### src/mts_pkg.sv
// Shared types, codes and constants for the minimum tracking stack.
`default_nettype none

package mts_pkg;

    localparam int STACK_DEPTH = 64;
    localparam int DATA_W      = 32;
    localparam int ENTRY_W     = 34;
    localparam int FILL_W      = 7;
    localparam int CMD_W       = 2;
    localparam int STATUS_W    = 2;

    localparam logic [CMD_W-1:0] CMD_PUSH  = 2'd0;
    localparam logic [CMD_W-1:0] CMD_POP   = 2'd1;
    localparam logic [CMD_W-1:0] CMD_QUERY = 2'd2;

    localparam logic [STATUS_W-1:0] STATUS_OK    = 2'd0;
    localparam logic [STATUS_W-1:0] STATUS_EMPTY = 2'd1;
    localparam logic [STATUS_W-1:0] STATUS_FULL  = 2'd2;

    typedef enum logic {
        ST_IDLE,
        ST_POP
    } state_t;

    typedef struct packed {
        logic ready;
        logic accept;
        logic pop_start;
        logic pop_done;
    } ctrl_t;

endpackage

`default_nettype wire

### src/mts_ram.sv
// Generic simple dual-port RAM with a registered read port.
`default_nettype none

module mts_ram #(
    parameter int WIDTH = mts_pkg::ENTRY_W,
    parameter int DEPTH = mts_pkg::STACK_DEPTH
) (
    input  wire logic                     aclk,
    input  wire logic                     wr_en,
    input  wire logic [$clog2(DEPTH)-1:0] wr_addr,
    input  wire logic [WIDTH-1:0]         wr_data,
    input  wire logic [$clog2(DEPTH)-1:0] rd_addr,
    output logic      [WIDTH-1:0]         rd_data
);

    logic [WIDTH-1:0] mem [DEPTH];

    always_ff @(posedge aclk) begin
        if (wr_en) begin
            mem[wr_addr] <= wr_data;
        end
        rd_data <= mem[rd_addr];
    end

endmodule

`default_nettype wire

### src/mts_ctrl.sv
// Sequencer for the minimum tracking stack: input acceptance and the pop read wait.
`default_nettype none

module mts_ctrl (
    input  wire logic          aclk,
    input  wire logic          aresetn,
    input  wire logic          s_tvalid,
    input  wire logic          out_busy,
    input  wire logic          m_tready,
    input  wire logic          pop_go,
    output mts_pkg::ctrl_t     ctrl
);

    mts_pkg::state_t state_reg;
    mts_pkg::state_t state_next;

    always_ff @(posedge aclk) begin
        if (!aresetn) begin
            state_reg <= mts_pkg::ST_IDLE;
        end else begin
            state_reg <= state_next;
        end
    end

    always_comb begin
        state_next = state_reg;
        case (state_reg)
            mts_pkg::ST_IDLE: begin
                if (ctrl.accept && pop_go) begin
                    state_next = mts_pkg::ST_POP;
                end
            end
            mts_pkg::ST_POP: begin
                state_next = mts_pkg::ST_IDLE;
            end
            default: begin
                state_next = mts_pkg::ST_IDLE;
            end
        endcase
    end

    always_comb begin
        ctrl = '0;
        case (state_reg)
            mts_pkg::ST_IDLE: begin
                ctrl.ready     = !out_busy || m_tready;
                ctrl.accept    = ctrl.ready && s_tvalid;
                ctrl.pop_start = ctrl.ready && s_tvalid && pop_go;
            end
            mts_pkg::ST_POP: begin
                ctrl.pop_done = 1'b1;
            end
            default: begin
                ctrl = '0;
            end
        endcase
    end

endmodule

`default_nettype wire

### src/min_tracking_stack.sv
// Top level of the minimum tracking stack: datapath, output register and assertions.
// Push, query and refused or empty operations give their result in the cycle after
// the input beat; a pop of a held element gives its result after one stack memory read.
// Throughput: one push or query beat per cycle while the output is free or taken;
// a pop holds the input in the pop state while the new top is read from stack memory.
// Reset clears the element count, the minimum register and all handshake state;
// the stack memory itself is not cleared, since no entry is read before it is pushed.
`default_nettype none

module min_tracking_stack #(
    parameter int STACK_DEPTH = mts_pkg::STACK_DEPTH
) (
    input  wire logic         aclk,
    input  wire logic         aresetn,
    // Input beats.
    input  wire logic         s_tvalid,
    output logic              s_tready,
    input  wire logic [31:0]  s_tdata,   // [31:0] value
    input  wire logic [1:0]   s_tuser,   // [1:0] command
    // Result beats.
    output logic              m_tvalid,
    input  wire logic         m_tready,
    output logic      [103:0] m_tdata,   // [31:0] removed_value, [63:32] top_value,
                                         // [95:64] min_value, [102:96] fill_count
    output logic      [1:0]   m_tuser    // [1:0] status
);

    localparam int CNT_W  = $clog2(STACK_DEPTH + 1);
    localparam int ADDR_W = $clog2(STACK_DEPTH);
    localparam int DW     = mts_pkg::DATA_W;
    localparam int EW     = mts_pkg::ENTRY_W;

    // Architectural state. The raw top entry is mirrored in a register so that push and
    // query never wait for the memory; only a pop needs the entry below the top.
    logic [CNT_W-1:0] count_reg;
    logic [CNT_W-1:0] count_next;
    logic [DW-1:0]    min_reg;
    logic [DW-1:0]    min_next;
    logic [EW-1:0]    top_raw_reg;
    logic [EW-1:0]    top_raw_next;
    logic [DW-1:0]    removed_hold_reg;
    logic [DW-1:0]    removed_hold_next;

    // Output register.
    logic                         m_valid_reg;
    logic                         m_valid_next;
    logic [mts_pkg::STATUS_W-1:0] m_status_reg;
    logic [mts_pkg::STATUS_W-1:0] m_status_next;
    logic [DW-1:0]                m_removed_reg;
    logic [DW-1:0]                m_removed_next;
    logic [DW-1:0]                m_top_reg;
    logic [DW-1:0]                m_top_next;
    logic [DW-1:0]                m_min_reg;
    logic [DW-1:0]                m_min_next;
    logic [CNT_W-1:0]             m_count_reg;
    logic [CNT_W-1:0]             m_count_next;

    mts_pkg::ctrl_t ctrl;

    logic [mts_pkg::CMD_W-1:0] command;
    logic [DW-1:0]             value;
    logic                      is_empty;
    logic                      is_full;
    logic                      pop_go;

    logic [EW-1:0] value_ext;
    logic [EW-1:0] min_ext;
    logic [EW-1:0] encoded;
    logic [EW-1:0] restored;
    logic          value_below_min;
    logic          top_encoded;
    logic [DW-1:0] top_decoded;

    logic              ram_we;
    logic [ADDR_W-1:0] ram_waddr;
    logic [EW-1:0]     ram_wdata;
    logic [ADDR_W-1:0] ram_raddr;
    logic [EW-1:0]     ram_rdata;
    logic              rd_encoded;
    logic [DW-1:0]     rd_decoded;
    logic [CNT_W-1:0]  below_top_idx;

    logic [31:0] count_wide;

    assign command = s_tuser;
    assign value   = s_tdata;

    assign is_empty = (count_reg == '0);
    assign is_full  = (count_reg == CNT_W'(STACK_DEPTH));
    assign pop_go   = (command == mts_pkg::CMD_POP) && !is_empty;

    // Encoding arithmetic is done at entry width, where 2*x - m cannot overflow.
    assign value_ext       = {{(EW - DW){value[DW-1]}}, value};
    assign min_ext         = {{(EW - DW){min_reg[DW-1]}}, min_reg};
    assign encoded         = (value_ext <<< 1) - min_ext;
    assign restored        = (min_ext <<< 1) - top_raw_reg;
    assign value_below_min = $signed(value) < $signed(min_reg);
    assign top_encoded     = $signed(top_raw_reg) < $signed(min_ext);
    assign top_decoded     = top_encoded ? min_reg : top_raw_reg[DW-1:0];

    // An entry below the running minimum is an encoded one; it decodes to the minimum.
    assign rd_encoded = $signed(ram_rdata) < $signed({{(EW - DW){min_reg[DW-1]}}, min_reg});
    assign rd_decoded = rd_encoded ? min_reg : ram_rdata[DW-1:0];

    // A pop reads the entry beneath the current top, which becomes the new top.
    assign below_top_idx = count_reg - CNT_W'(2);
    assign ram_raddr     = below_top_idx[ADDR_W-1:0];

    mts_ctrl u_ctrl (
        .aclk     (aclk),
        .aresetn  (aresetn),
        .s_tvalid (s_tvalid),
        .out_busy (m_valid_reg),
        .m_tready (m_tready),
        .pop_go   (pop_go),
        .ctrl     (ctrl)
    );

    mts_ram #(
        .WIDTH (EW),
        .DEPTH (STACK_DEPTH)
    ) u_ram (
        .aclk    (aclk),
        .wr_en   (ram_we),
        .wr_addr (ram_waddr),
        .wr_data (ram_wdata),
        .rd_addr (ram_raddr),
        .rd_data (ram_rdata)
    );

    always_comb begin
        count_next        = count_reg;
        min_next          = min_reg;
        top_raw_next      = top_raw_reg;
        removed_hold_next = removed_hold_reg;

        ram_we    = 1'b0;
        ram_waddr = count_reg[ADDR_W-1:0];
        ram_wdata = value_ext;

        m_valid_next   = m_valid_reg && !m_tready;
        m_status_next  = m_status_reg;
        m_removed_next = m_removed_reg;
        m_top_next     = m_top_reg;
        m_min_next     = m_min_reg;
        m_count_next   = m_count_reg;

        if (ctrl.accept) begin
            // Default result: the stack as it stands, which covers query, a refused push
            // and a pop or query on an empty stack.
            m_valid_next   = !ctrl.pop_start;
            m_status_next  = is_empty ? mts_pkg::STATUS_EMPTY : mts_pkg::STATUS_OK;
            m_removed_next = '0;
            m_top_next     = is_empty ? '0 : top_decoded;
            m_min_next     = is_empty ? '0 : min_reg;
            m_count_next   = count_reg;

            if (command == mts_pkg::CMD_PUSH) begin
                if (is_full) begin
                    m_status_next = mts_pkg::STATUS_FULL;
                end else begin
                    ram_we     = 1'b1;
                    count_next = count_reg + CNT_W'(1);
                    if (is_empty) begin
                        ram_wdata = value_ext;
                        min_next  = value;
                    end else if (value_below_min) begin
                        ram_wdata = encoded;
                        min_next  = value;
                    end else begin
                        ram_wdata = value_ext;
                    end
                    top_raw_next  = ram_wdata;
                    m_status_next = mts_pkg::STATUS_OK;
                    m_top_next    = value;
                    m_min_next    = min_next;
                    m_count_next  = count_next;
                end
            end else if (ctrl.pop_start) begin
                count_next        = count_reg - CNT_W'(1);
                removed_hold_next = top_decoded;
                if (top_encoded) begin
                    min_next = restored[DW-1:0];
                end
            end
        end

        if (ctrl.pop_done) begin
            // The count and minimum already hold their values after the pop.
            m_valid_next   = 1'b1;
            m_status_next  = mts_pkg::STATUS_OK;
            m_removed_next = removed_hold_reg;
            m_count_next   = count_reg;
            if (count_reg == '0) begin
                m_top_next = '0;
                m_min_next = '0;
            end else begin
                top_raw_next = ram_rdata;
                m_top_next   = rd_decoded;
                m_min_next   = min_reg;
            end
        end
    end

    always_ff @(posedge aclk) begin
        if (!aresetn) begin
            count_reg   <= '0;
            min_reg     <= '0;
            m_valid_reg <= 1'b0;
        end else begin
            count_reg   <= count_next;
            min_reg     <= min_next;
            m_valid_reg <= m_valid_next;
        end
    end

    always_ff @(posedge aclk) begin
        top_raw_reg      <= top_raw_next;
        removed_hold_reg <= removed_hold_next;
        m_status_reg     <= m_status_next;
        m_removed_reg    <= m_removed_next;
        m_top_reg        <= m_top_next;
        m_min_reg        <= m_min_next;
        m_count_reg      <= m_count_next;
    end

    // The fill count field is seven bits wide whatever the depth.
    assign count_wide = 32'(m_count_reg);

    assign s_tready = ctrl.ready;
    assign m_tvalid = m_valid_reg;
    assign m_tuser  = m_status_reg;
    assign m_tdata  = {1'b0, count_wide[mts_pkg::FILL_W-1:0], m_min_reg, m_top_reg,
                       m_removed_reg};

    // The element count never goes beyond the configured depth.
    a_count_bounded: assert property (@(posedge aclk) disable iff (!aresetn)
        count_reg <= CNT_W'(STACK_DEPTH))
        else $error("element count exceeds the stack depth");

    // A pop of a held element enters the pop state in the following cycle, with input not ready.
    a_pop_result: assert property (@(posedge aclk) disable iff (!aresetn)
        ctrl.pop_start |=> ctrl.pop_done && !s_tready)
        else $error("pop did not complete in the following cycle");

    // An empty stack always reports zero top and minimum.
    a_empty_zero: assert property (@(posedge aclk) disable iff (!aresetn)
        (m_valid_reg && m_count_reg == '0) |-> (m_top_reg == '0 && m_min_reg == '0))
        else $error("empty stack reported a non-zero top or minimum");

    // A push to a full stack leaves the count unchanged.
    a_full_refused: assert property (@(posedge aclk) disable iff (!aresetn)
        (ctrl.accept && command == mts_pkg::CMD_PUSH && is_full) |=> $stable(count_reg))
        else $error("refused push changed the element count");

endmodule

`default_nettype wire
### config.mk
export PLATFORM = sky130hd
export DESIGN_NAME = min_tracking_stack
export DESIGN_NICKNAME = d
export VERILOG_FILES = /design/src/mts_pkg.sv /design/src/mts_ram.sv /design/src/mts_ctrl.sv /design/src/min_tracking_stack.sv
export SDC_FILE = /design/constraint.sdc
export NUM_CORES = 2
export LEC_CHECK = 0
export BUFFER_PORTS_ARGS = -buffer_cell sky130_fd_sc_hd__buf_2
export CAP_MARGIN = 20
export CORE_ASPECT_RATIO = 1.5
export CORE_MARGIN = 8
export CORE_UTILIZATION = 39
export CTS_BUF_LIST = sky130_fd_sc_hd__clkbuf_8
export DETAILED_ROUTE_END_ITERATION = 7
export MAX_ROUTING_LAYER = met4
export PLACE_DENSITY = 0.63
export SYNTH_ARGS = -nofsm -noshare
export SYNTH_HDL_FRONTEND = slang
export SYNTH_SLANG_ARGS = --single-unit
### constraint.sdc
create_clock -name aclk -period 7.58 [get_ports aclk]
set_input_delay 0.758 -clock aclk [delete_from_list [all_inputs] [get_ports aclk]]
set_output_delay 0.758 -clock aclk [all_outputs]
set_load 0.01 [all_outputs]
==> impl_metrics.yaml <==
placement:
  numPortBuffers: 144
  dp.cells: 8367
  dp_hpwl_um: 166000
  gp_congestion: 0.911
clocking:
  cts_root_buf: "clkbuf_8"
  cts_resized: 0
  clock-sinks: 2422
  clk_latency_ns: 0.96
  path_clk_slew_ns: 0.07
  holdBufCountCts: 0
  cts_tree: "done"
  cts.path.max_buffers: 4
  cts_max_level: 5
  post-cts-setup-buffers: 0
  cts_buffers: 332
logic_synthesis:
  synth_seq_cells: 2422
  synthTopCellsByArea: "edfxtp_1, mux4_2, dfxtp_1, ha_1, mux2i_1"
  synthArstFlopShare: 0
  synth_cells: 5011
  syn_nets: 5217
  yosysUniqueCellTypes: 89
  synth_enable_flop_cells: 2311
  yosysWarningCount: 0
  synth_top_area_cell: "edfxtp_1"
  netlist_area_um2: 99800
  avgSynthCellArea_um2: 19.9
  synth_ff_type: "edfxtp_1"
  synth_top_cell_area_share: 0.696
  synth-seq-area-share: 0.718
die:
  initial_core_util: 0.392
  core-area_um2: 255000
  die_w_um: 429
  ios: 146
  rows: 227
  dieHeight_um: 635
  die_area_um2: 273000
global_routing:
  grt_pass1_wl_um: 381000
  overflow: 0
  grt_max_degree: 138
  grt_pass1_vias: 53700
  antenna_found_initial: 4
  grt_usage: 0.193
final_layout:
  drive_gt1_frac: 0.277
  layout.nets: 5592
  utilization: 0.439
  final_common_cell: "edfxtp_1"
  layout.cells.non_filler: 8958
  largest_reg_flops: 2176
  final_cell_mix: "edfxtp_1, mux4_2, clkbuf_8"
  nFillCells: 21700
  areaGrowthSynthToFinish_pct: 12.2
worst_setup_path:
  arrival_ns: 6.02
  r2r-start: "min_reg[5]"
  worst_setup_path_start_kind: "flip-flop"
  reg2regPathDepth: 9
  critical_path_required_ns: 8.32
  crit_type: "reg -> reg"
  end_kind: "flip-flop"
  startpoint: "min_reg[5]"
  cp_max_fo: 49
sta:
  finClkSkew_ns: 0.0680
  hold_viol: 0
  setup_viol: 0
  final_max_slew_viol_count: 0
  relSlewSlack: 0.248
  setup_tns_ns: 0
  rsz0062_at_grt: "no"
  final.period_utilization: 0.697
  tightest_slew_ns: 1.12
  period_minus_slack_ns: 5.29
  max_freq_mhz: 189
route:
  drt_iter0_markers: 4544
  route.detailed.drc: 0
  ant_nets: 0
  drt-wirelength-per-cell_um: 29.3
  wl_um: 263000
  first_pass_iters: 5
  vias: 51400
  viasPerCell: 5.74
worst_hold_path:
  worstHoldStart: "s_tdata[30]"
  whs_path_depth: 3
  hp-class: "in -> reg"
pwr:
  power_density_nw_per_um2: 279
  leakage_nw: 35.3
  vdd_drop_max_mv: 0.180
  report.power.total_mw: 31.2
flow_run:
  drv_cap: 0
status:
  status: "finished clean"
[critical path: stages, from the launching register on]
cell	delay, ns
dfxtp_1	0.43
inv_1	0.17
ha_1	0.32
a2111oi_0	0.57
a21oi_1	0.42
o31ai_4	0.64
mux2_2	0.66
nor2_2	0.57
mux2_2	0.90
buf_4	0.35
[metal layers]
metal  vias up  global-route usage  part of all wire
li1      21700                   -                 -
met1     27400               0.219              0.37
met2      1844               0.352              0.54
met3       452              0.0248             0.051
met4         0              0.0658             0.036
met5         -                   -                 0
[per-stage QoR]
step                instance area (um2)  hold WS, ns  worst slack [ns]
floorplan                         99800        0.429              1.21
global placement                 106000        0.461              1.93
detailed placement               106000        0.471              1.87
CTS                              112000       0.0884              2.14
global route                     112000        0.139              1.99
finish                           112000        0.193              2.29
[area by class of cell]
type | instances | area [um2] | area share
diodes | 9 | 22.5 | 0.000201
clock buffers | 343 | 4720 | 0.0422
clock inverters | 234 | 1360 | 0.0121
inverters | 84 | 318 | 0.00284
multi-input cells | 2245 | 27500 | 0.246
flip-flops and latches | 2422 | 71600 | 0.640
well taps | 3320 | 4150 | 0.0371
repair buffers | 301 | 2170 | 0.0194
[cell usage after synthesis (41+ instances only)]
master and instances:
a21o_1 42, a21oi_1 153, and2_1 41, buf_2 95, clkbuf_1 139, dfxtp_1 111, edfxtp_1 2311, ha_1 166
inv_1 82, mux2i_1 113, mux4_2 703, nand2_1 148, nand2b_1 44, nor2_1 147, nor3_1 46, o211ai_1 45
o21ai_0 116
[power by group]
group	switching, mW	internal, mW	total, mW
logic	3.63	2.49	6.11
clock network	4.84	4.66	9.50
registers	0.366	15.2	15.6
[worst paths after layout]
check / end / slack [ns]
hold reg to reg: top_raw_reg[32] / 0.49
hold / removal: top_raw_reg[30] / 0.19
setup reg to reg: u_ram.mem[22][30] / 2.29
setup / recovery: u_ram.mem[22][30] / 2.29
[cell families (layout without fill, tap and decap cells)]
kind of cell | Yosys count | count (layout) | synth area share
AO/OA/AOI/OAI | 628 | 628 | 0.0420
XOR/XNOR | 57 | 57 | 0.00500
adder cells (fa/ha/maj) | 168 | 168 | 0.0212
buffers and inverters | 344 | 962 | 0.0147
flip-flops | 2422 | 2422 | 0.718
multiplexers | 828 | 828 | 0.171
other | 1 | 10 | 0.0000376
AND/OR/NAND/NOR | 563 | 563 | 0.0276
Power figures use the tool's default switching activity.
